**config.mk**
```make
export PLATFORM = sky130hd
export DESIGN_NAME = hsl_to_rgb_converter_core
export DESIGN_NICKNAME = d
export VERILOG_FILES = /design/src/design/hslrgb_pkg.sv /design/src/design/hsl_to_rgb_converter_core.sv /design/src/design/hslrgb_span.sv /design/src/design/hslrgb_chan.sv
export SDC_FILE = /design/constraint.sdc
export NUM_CORES = 2
export LEC_CHECK = 0
export ABC_CLOCK_PERIOD_IN_PS = 5900
export BUFFER_PORTS_ARGS = -buffer_cell sky130_fd_sc_hd__buf_2
export CAP_MARGIN = 25
export CORE_MARGIN = 2
export CORE_UTILIZATION = 55
export DETAILED_ROUTE_END_ITERATION = 7
export HOLD_SLACK_MARGIN = 0.12
export PLACE_DENSITY = 0.74
export SYNTH_ARGS = -nofsm -noshare
export SYNTH_HDL_FRONTEND = slang
export SYNTH_SLANG_ARGS = --single-unit
```
**constraint.sdc**
```tcl
create_clock -name i_clk -period 5.9 [get_ports i_clk]
set_clock_uncertainty 0.1 [all_clocks]
set_input_delay 0.59 -clock i_clk [delete_from_list [all_inputs] [get_ports i_clk]]
set_output_delay 0.59 -clock i_clk [all_outputs]
set_load 0.01 [all_outputs]
```
**src/design/hslrgb_pkg.sv**
```systemverilog
// Shared types for the HSL to RGB converter pipeline.
`default_nettype none

package hslrgb_pkg;

    // Width of every pixel field on the ports.
    localparam int FIELD_W = 12;

    // Hue offsets of the three channels, in units of one sixth of a turn.
    localparam int HUE_OFS_RED   = 2;
    localparam int HUE_OFS_GREEN = 0;
    localparam int HUE_OFS_BLUE  = 4;

    // Segment of the piecewise-linear hue ramp.
    typedef enum logic [1:0] {
        RAMP_SLOPE,
        RAMP_HIGH,
        RAMP_LOW
    } t_ramp_mode;

    // Load enables of the four pipeline stages.
    typedef struct packed {
        logic ld1;
        logic ld2;
        logic ld3;
        logic ld4;
    } t_pipe_ctl;

endpackage

`default_nettype wire

```
**src/design/hsl_to_rgb_converter_core.sv**
```systemverilog
// Top level of the HSL to RGB converter: stage control and channel instances.
`default_nettype none

// Converts one HSL pixel (unsigned Q0.12 fractions, hue wrapping modulo one turn)
// into one RGB pixel whose channels saturate to 0..4095. The pipeline has four
// register stages: product of lightness and saturation with the hue offsets,
// then q, p and the ramp segment, then the three slope products, then the
// output register. A request is taken every clock cycle unless o_stall is high;
// each stage holds while the one after it is full and stalled, so bubbles close
// up and the input side stalls only when all four stages are full and the
// output is stalled. Zero saturation gives grey at the lightness level.
module hsl_to_rgb_converter_core #(
    parameter int FRAC_BITS = 12
) (
    input  wire logic                             i_clk,
    input  wire logic                             i_rst_n,
    input  wire logic                             i_valid,
    output logic                                  o_stall,
    input  wire logic [hslrgb_pkg::FIELD_W-1:0]   i_hue,
    input  wire logic [hslrgb_pkg::FIELD_W-1:0]   i_saturation,
    input  wire logic [hslrgb_pkg::FIELD_W-1:0]   i_lightness,
    output logic                                  o_valid,
    input  wire logic                             i_stall,
    output logic      [hslrgb_pkg::FIELD_W-1:0]   o_red,
    output logic      [hslrgb_pkg::FIELD_W-1:0]   o_green,
    output logic      [hslrgb_pkg::FIELD_W-1:0]   o_blue
);

    localparam int F = FRAC_BITS;

    logic r_v1;
    logic r_v2;
    logic r_v3;
    logic r_v4;
    logic ld1;
    logic ld2;
    logic ld3;
    logic ld4;
    hslrgb_pkg::t_pipe_ctl ctl;

    logic [F-1:0] hue_m;
    logic [F-1:0] sat_m;
    logic [F-1:0] lig_m;

    logic [F:0]   span;
    logic [F-1:0] p;
    logic [F:0]   q;
    logic [F-1:0] lig3;
    logic         grey;

    assign hue_m = F'(i_hue);
    assign sat_m = F'(i_saturation);
    assign lig_m = F'(i_lightness);

    // A stage loads when it is empty or the stage after it moves on.
    assign ld4 = !r_v4 || !i_stall;
    assign ld3 = !r_v3 || ld4;
    assign ld2 = !r_v2 || ld3;
    assign ld1 = !r_v1 || ld2;
    assign ctl = {ld1, ld2, ld3, ld4};

    always_ff @(posedge i_clk) begin
        if (!i_rst_n) begin
            r_v1 <= 1'b0;
            r_v2 <= 1'b0;
            r_v3 <= 1'b0;
            r_v4 <= 1'b0;
        end else begin
            if (ld1) begin
                r_v1 <= i_valid;
            end
            if (ld2) begin
                r_v2 <= r_v1;
            end
            if (ld3) begin
                r_v3 <= r_v2;
            end
            if (ld4) begin
                r_v4 <= r_v3;
            end
        end
    end

    assign o_stall = !ld1;
    assign o_valid = r_v4;

    hslrgb_span #(
        .FRAC_BITS (FRAC_BITS)
    ) u_span (
        .i_clk        (i_clk),
        .i_ctl        (ctl),
        .i_saturation (sat_m),
        .i_lightness  (lig_m),
        .o_span       (span),
        .o_p          (p),
        .o_q          (q),
        .o_lightness  (lig3),
        .o_grey       (grey)
    );

    hslrgb_chan #(
        .FRAC_BITS (FRAC_BITS),
        .HUE_OFS   (hslrgb_pkg::HUE_OFS_RED)
    ) u_chan_red (
        .i_clk       (i_clk),
        .i_ctl       (ctl),
        .i_hue       (hue_m),
        .i_span      (span),
        .i_p         (p),
        .i_q         (q),
        .i_lightness (lig3),
        .i_grey      (grey),
        .o_channel   (o_red)
    );

    hslrgb_chan #(
        .FRAC_BITS (FRAC_BITS),
        .HUE_OFS   (hslrgb_pkg::HUE_OFS_GREEN)
    ) u_chan_green (
        .i_clk       (i_clk),
        .i_ctl       (ctl),
        .i_hue       (hue_m),
        .i_span      (span),
        .i_p         (p),
        .i_q         (q),
        .i_lightness (lig3),
        .i_grey      (grey),
        .o_channel   (o_green)
    );

    hslrgb_chan #(
        .FRAC_BITS (FRAC_BITS),
        .HUE_OFS   (hslrgb_pkg::HUE_OFS_BLUE)
    ) u_chan_blue (
        .i_clk       (i_clk),
        .i_ctl       (ctl),
        .i_hue       (hue_m),
        .i_span      (span),
        .i_p         (p),
        .i_q         (q),
        .i_lightness (lig3),
        .i_grey      (grey),
        .o_channel   (o_blue)
    );

endmodule

`default_nettype wire

```
**src/design/hslrgb_span.sv**
```systemverilog
// Stages one to three of the shared path: lightness times saturation, q, p and span.
`default_nettype none

module hslrgb_span #(
    parameter int FRAC_BITS = 12
) (
    input  wire logic                   i_clk,
    input  wire hslrgb_pkg::t_pipe_ctl  i_ctl,
    input  wire logic [FRAC_BITS-1:0]   i_saturation,
    input  wire logic [FRAC_BITS-1:0]   i_lightness,
    output logic      [FRAC_BITS:0]     o_span,
    output logic      [FRAC_BITS-1:0]   o_p,
    output logic      [FRAC_BITS:0]     o_q,
    output logic      [FRAC_BITS-1:0]   o_lightness,
    output logic                        o_grey
);

    localparam int F = FRAC_BITS;
    localparam logic [2*F-1:0] PROD_HALF = (2*F)'(1) << (F - 1);

    // Stage one.
    logic [2*F-1:0] r_prod;
    logic [F-1:0]   r_s1;
    logic [F-1:0]   r_l1;
    logic           r_grey1;

    // Stage two.
    logic [F:0]     r_span2;
    logic [F-1:0]   r_p2;
    logic [F:0]     r_q2;
    logic [F-1:0]   r_l2;
    logic           r_grey2;

    // Stage three.
    logic [F-1:0]   r_p3;
    logic [F:0]     r_q3;
    logic [F-1:0]   r_l3;
    logic           r_grey3;

    logic [2*F-1:0] prod_rnd;
    logic [F-1:0]   ls;
    logic [F-1:0]   d_raw;
    logic [F-1:0]   d;

    always_ff @(posedge i_clk) begin
        if (i_ctl.ld1) begin
            r_prod  <= (2*F)'(i_lightness) * (2*F)'(i_saturation);
            r_s1    <= i_saturation;
            r_l1    <= i_lightness;
            r_grey1 <= (i_saturation == '0);
        end
    end

    always_comb begin
        prod_rnd = r_prod + PROD_HALF;
        ls       = prod_rnd[2*F-1:F];
        // Below half lightness d is l*s, above it d is s - l*s, floored at zero; d is then capped at l.
        if (!r_l1[F-1]) begin
            d_raw = ls;
        end else if (ls < r_s1) begin
            d_raw = r_s1 - ls;
        end else begin
            d_raw = '0;
        end
        d = (d_raw > r_l1) ? r_l1 : d_raw;
    end

    always_ff @(posedge i_clk) begin
        if (i_ctl.ld2) begin
            r_span2 <= {d, 1'b0};
            r_p2    <= r_l1 - d;
            r_q2    <= {1'b0, r_l1} + {1'b0, d};
            r_l2    <= r_l1;
            r_grey2 <= r_grey1;
        end
    end

    always_ff @(posedge i_clk) begin
        if (i_ctl.ld3) begin
            r_p3    <= r_p2;
            r_q3    <= r_q2;
            r_l3    <= r_l2;
            r_grey3 <= r_grey2;
        end
    end

    assign o_span      = r_span2;
    assign o_p         = r_p3;
    assign o_q         = r_q3;
    assign o_lightness = r_l3;
    assign o_grey      = r_grey3;

endmodule

`default_nettype wire

```
**src/design/hslrgb_chan.sv**
```systemverilog
// One color channel: hue offset, ramp segment, slope product and saturated output register.
`default_nettype none

module hslrgb_chan #(
    parameter int FRAC_BITS = 12,
    parameter int HUE_OFS   = 0
) (
    input  wire logic                              i_clk,
    input  wire hslrgb_pkg::t_pipe_ctl             i_ctl,
    input  wire logic [FRAC_BITS-1:0]              i_hue,
    input  wire logic [FRAC_BITS:0]                i_span,
    input  wire logic [FRAC_BITS-1:0]              i_p,
    input  wire logic [FRAC_BITS:0]                i_q,
    input  wire logic [FRAC_BITS-1:0]              i_lightness,
    input  wire logic                              i_grey,
    output logic      [hslrgb_pkg::FIELD_W-1:0]    o_channel
);

    localparam int F = FRAC_BITS;
    localparam logic [F+3:0]   OFS_FULL  = (F+4)'(HUE_OFS) << F;
    localparam logic [F+3:0]   TURN      = (F+4)'(6) << F;
    localparam logic [F+2:0]   ONE_H     = (F+3)'(1) << F;
    localparam logic [F+2:0]   THREE_H   = (F+3)'(3) << F;
    localparam logic [F+2:0]   FOUR_H    = (F+3)'(4) << F;
    localparam logic [2*F+1:0] PROD_HALF = (2*F+2)'(1) << (F - 1);

    logic [F+2:0]   r_h6;
    hslrgb_pkg::t_ramp_mode r_mode2;
    hslrgb_pkg::t_ramp_mode r_mode3;
    logic [F:0]     r_x;
    logic [2*F+1:0] r_prod;
    logic [hslrgb_pkg::FIELD_W-1:0] r_out;

    logic [F+3:0]   h6_sum;
    logic [F+3:0]   h6_wrap;
    hslrgb_pkg::t_ramp_mode mode;
    logic [F+2:0]   x_full;
    logic [2*F+1:0] prod_rnd;
    logic [F+1:0]   v;
    logic [F-1:0]   v_sat;

    // Six times the hue plus the channel offset, wrapped into one turn.
    always_comb begin
        h6_sum  = ((F+4)'(i_hue) << 2) + ((F+4)'(i_hue) << 1) + OFS_FULL;
        h6_wrap = (h6_sum >= TURN) ? (h6_sum - TURN) : h6_sum;
    end

    always_ff @(posedge i_clk) begin
        if (i_ctl.ld1) begin
            r_h6 <= h6_wrap[F+2:0];
        end
    end

    always_comb begin
        x_full = r_h6;
        if (r_h6 < ONE_H) begin
            mode = hslrgb_pkg::RAMP_SLOPE;
        end else if (r_h6 < THREE_H) begin
            mode = hslrgb_pkg::RAMP_HIGH;
        end else if (r_h6 < FOUR_H) begin
            mode   = hslrgb_pkg::RAMP_SLOPE;
            x_full = FOUR_H - r_h6;
        end else begin
            mode = hslrgb_pkg::RAMP_LOW;
        end
    end

    always_ff @(posedge i_clk) begin
        if (i_ctl.ld2) begin
            r_mode2 <= mode;
            r_x     <= x_full[F:0];
        end
    end

    always_ff @(posedge i_clk) begin
        if (i_ctl.ld3) begin
            r_mode3 <= r_mode2;
            r_prod  <= (2*F+2)'(i_span) * (2*F+2)'(r_x);
        end
    end

    always_comb begin
        prod_rnd = r_prod + PROD_HALF;
        case (r_mode3)
            hslrgb_pkg::RAMP_SLOPE: v = (F+2)'(i_p) + prod_rnd[2*F+1:F];
            hslrgb_pkg::RAMP_HIGH:  v = (F+2)'(i_q);
            hslrgb_pkg::RAMP_LOW:   v = (F+2)'(i_p);
            default:                v = (F+2)'(i_p);
        endcase
        if (i_grey) begin
            v_sat = i_lightness;
        end else if (v[F+1:F] != 2'b00) begin
            v_sat = '1;
        end else begin
            v_sat = v[F-1:0];
        end
    end

    always_ff @(posedge i_clk) begin
        if (i_ctl.ld4) begin
            r_out <= hslrgb_pkg::FIELD_W'(v_sat);
        end
    end

    assign o_channel = r_out;

endmodule

`default_nettype wire
```
==> impl_results.md <==
- Run status: finished with violations
- Violated checks: setup timing
- Iteration-0 DRC count of the detailed router: 1441
- Fin Setup TNS: -2.12 ns
- GRT overflow: 0
- Hpwl dp: 61500 microns
- Post-route ant nets: 0
- Syn avg cell area: 9.91 sq um
- Max_slew headroom: 44.1%
- Final WS setup: -0.336 ns
- # rows: 88
- GRT Util Overall: 25.6%
- Root Buffer: clkbuf_16
- CTS Sinks: 272
- Starting Density: 55.8%
- Worst path max stage delay: 0.44 ns
- Post-Syn Nets: 4035
- PortBufs: 77
- Drt first pass iters: 7
- Min Tclk post-route: 6.24 ns
- Commonest non-fill, non-tap cell in the layout: inv_1
- Clk_lat worst skew: 0.60 ns
- H-tree Lvls: 1
- # nets final: 4256
- Post-synthesis async set-or-reset flop share: 0%
- Nature of the critical path endpoint: flop
- CTS tree: built
- Least-Margin Pin Slew: 0.839 ns
- Hold Path Class: primary input to flop
- Fin. max-slew vios: 0
- Slowest CP cell: edfxtp_1
- WL/cell: 17.8 microns
- Die Y: 246 microns
- Crit path top cell by count: buf_4
- TritonCTS buffer count: 29
- Diode count: 0
- WL final: 75800 microns
- Final setup fails: 10
- Global-route wire length before repair: 122000 microns
- Sequential fraction of the synthesis area: 25.2%
- Area contributors post-synth: fa_1 25%, edfxtp_1 25%, ha_1 13%
- Pin count of the biggest net entering global routing: 66
- Pre-CTS setup slack: -0.237 ns
- Layout cell share with drive strength beyond 1: 13.9%
- Final Wtd Congestion: 0.918
- Number of vias per cell: 5.44
- CP Class: flop to flop
- WP data required: 6.15 ns
- Commonest non-fill, non-tap cells in the layout: 525 x inv_1, 410 x nand2_1, 399 x fa_1
- Die area: 60600 sq um
- Area grow syn2layout: 13.3%
- Yosys top cell by area: fa_1
- Arrival time worst endpoint: 6.48 ns
- Synth warn: 0
- Initial antenna violation count: 3
- Io pins: 78
- Area share of the largest cell type after synthesis: 25.0%
- Max clock buf depth: 3
- Flops & latches, synth: 272
- Max Freq: 160 MHz
- Clock-pin slew on the worst setup and hold paths: 0.06 ns
- EDFF count, synth: 268
- RSZ-0062 raised after global routing: true
- Filler cells: 4601
- Final Cycle Share: 106%
- Startpoint Class: flop
- Vias: 23200
- Chip width: 246 microns
- MaxCap Viol Count: 0
- Ys flop type: edfxtp_1
- CP max FO: 7
- Distinct cells, synth: 80
- Mapped Area: 32300 sq um
- DRC: 0
- Syn Inst Count: 3255
- Number of global-route vias before repair: 23500
- Fin. Hold Viols: 0
- CORE AREA: 57800 sq um
what timing repair did:
action / 4_1_cts / 5_1_grt
setup buffers: 15 / 27
setup endpoints to repair: 12 / 31
pin swaps: 20 / 57
hold endpoints to repair: 2 / 0
hold buffers: 2 / 0
gates resized for setup: 37 / 63
Yosys cell counts, types with 15 or more instances:
cell type and number:
inv_1 527, nand2_1 417, fa_1 403, ha_1 337, edfxtp_1 268, and2_1 199, nor2_1 138, clkbuf_1 123
xnor2_1 108, a21oi_1 98, xor2_1 92, o21ai_0 54, nand3_1 44, a21o_1 35, o21a_1 32, nor2b_1 29
nor3_1 29, a31oi_1 27, mux2i_1 24, or3_1 19, and3_1 18, o21bai_1 18, o31ai_1 16, mux2_2 15
nand4_1 15
cell families (layout without fill, tap and decap cells):
kind of cell	Yosys count	in the layout	synth area share (%)
fa+ha+maj	740	740	38.1
flops	272	272	25.2
buf+inv	661	904	7.70
compound gates	379	379	8.03
xor+xnor	200	200	5.43
mux	39	39	1.27
simple gates	964	964	14.3
per-stage QoR:
stage          instance area (sq um)  util (%)  hold slack (ns)  cells
2_1_floorplan                  32400         -            0.300   3255
3_5_place_dp                   34900      60.3            0.305   4168
4_1_cts                        36100      62.4            0.133   4238
6_report                       36600      63.3            0.162   4263
5_1_grt                        36600      63.3            0.164   4263
3_3_place_gp                   34900      60.3            0.301   4168
path summary, 6_finish.rpt:
| path | from | to | slack [ns] | depth (start not counted) |
|---|---|---|---|---|
| worst max-delay path | u_span.r_prod[11]$_DFFE_PN_ | u_span.r_p2[11]$_DFFE_PP_ | -0.34 | 32 |
| worst min-delay path | i_rst_n | o_valid$_SDFFE_PN0P_ | 0.16 | 2 |
| worst max register to register | u_span.r_prod[11]$_DFFE_PN_ | u_span.r_p2[11]$_DFFE_PP_ | -0.34 | 32 |
| worst min register to register | u_span.r_l2[1]$_DFFE_PP_ | u_span.o_lightness[1]$_DFFE_PP_ | 0.29 | 0 |
sequential cells by signal (all words and copies together) (netlist names), 12 cells and up:
| register | count |
|---|---|
| u_chan_blue.o_channel | 12 |
| u_span.r_p2 | 12 |
| u_span.r_q2 | 12 |
| u_span.o_lightness | 12 |
| u_span.r_prod | 13 |
| u_span.r_s1 | 12 |
| u_chan_blue.r_prod | 15 |
| u_span.o_q | 13 |
| u_chan_red.r_h6 | 14 |
| u_chan_red.o_channel | 12 |
| u_span.o_span | 12 |
| u_span.r_l1 | 12 |
| u_chan_red.r_prod | 15 |
| u_chan_green.r_prod | 15 |
| u_chan_red.r_x | 12 |
| u_span.r_l2 | 12 |
| u_chan_green.o_channel | 12 |
worst max-delay path: cells and delay by family (launching register included):
kind,cells,cell delay [ns]
mux,1,0.24
buf+inv,5,0.69
fa+ha+maj,4,0.94
flops,1,0.44
simple gates,7,1.07
compound gates,13,2.26
xor+xnor,2,0.23
cell type report:
cell class	count	area, sq um	area share (%)
Inverter	529	1990	5.43
Clock inverter	14	113	0.308
Timing Repair Buffer	322	2370	6.48
Multi-Input combinational cell	2322	22200	60.8
Sequential cell	272	8130	22.2
Clock buffer	39	793	2.17
Tap cell	765	957	2.62
layer usage:
metal | global-route usage [%] | share of wire, % | vias up
met5 | 0 | 0 | -
met1 | 34.8 | 42 | 11400
met4 | 5.99 | 2.2 | 0
met2 | 43.9 | 49 | 688
met3 | 3.00 | 6.8 | 108
li1 | - | - | 11000
Power is not shown: default switching activity piles up to over one toggle a cycle in this logic, so the estimate is an artifact.
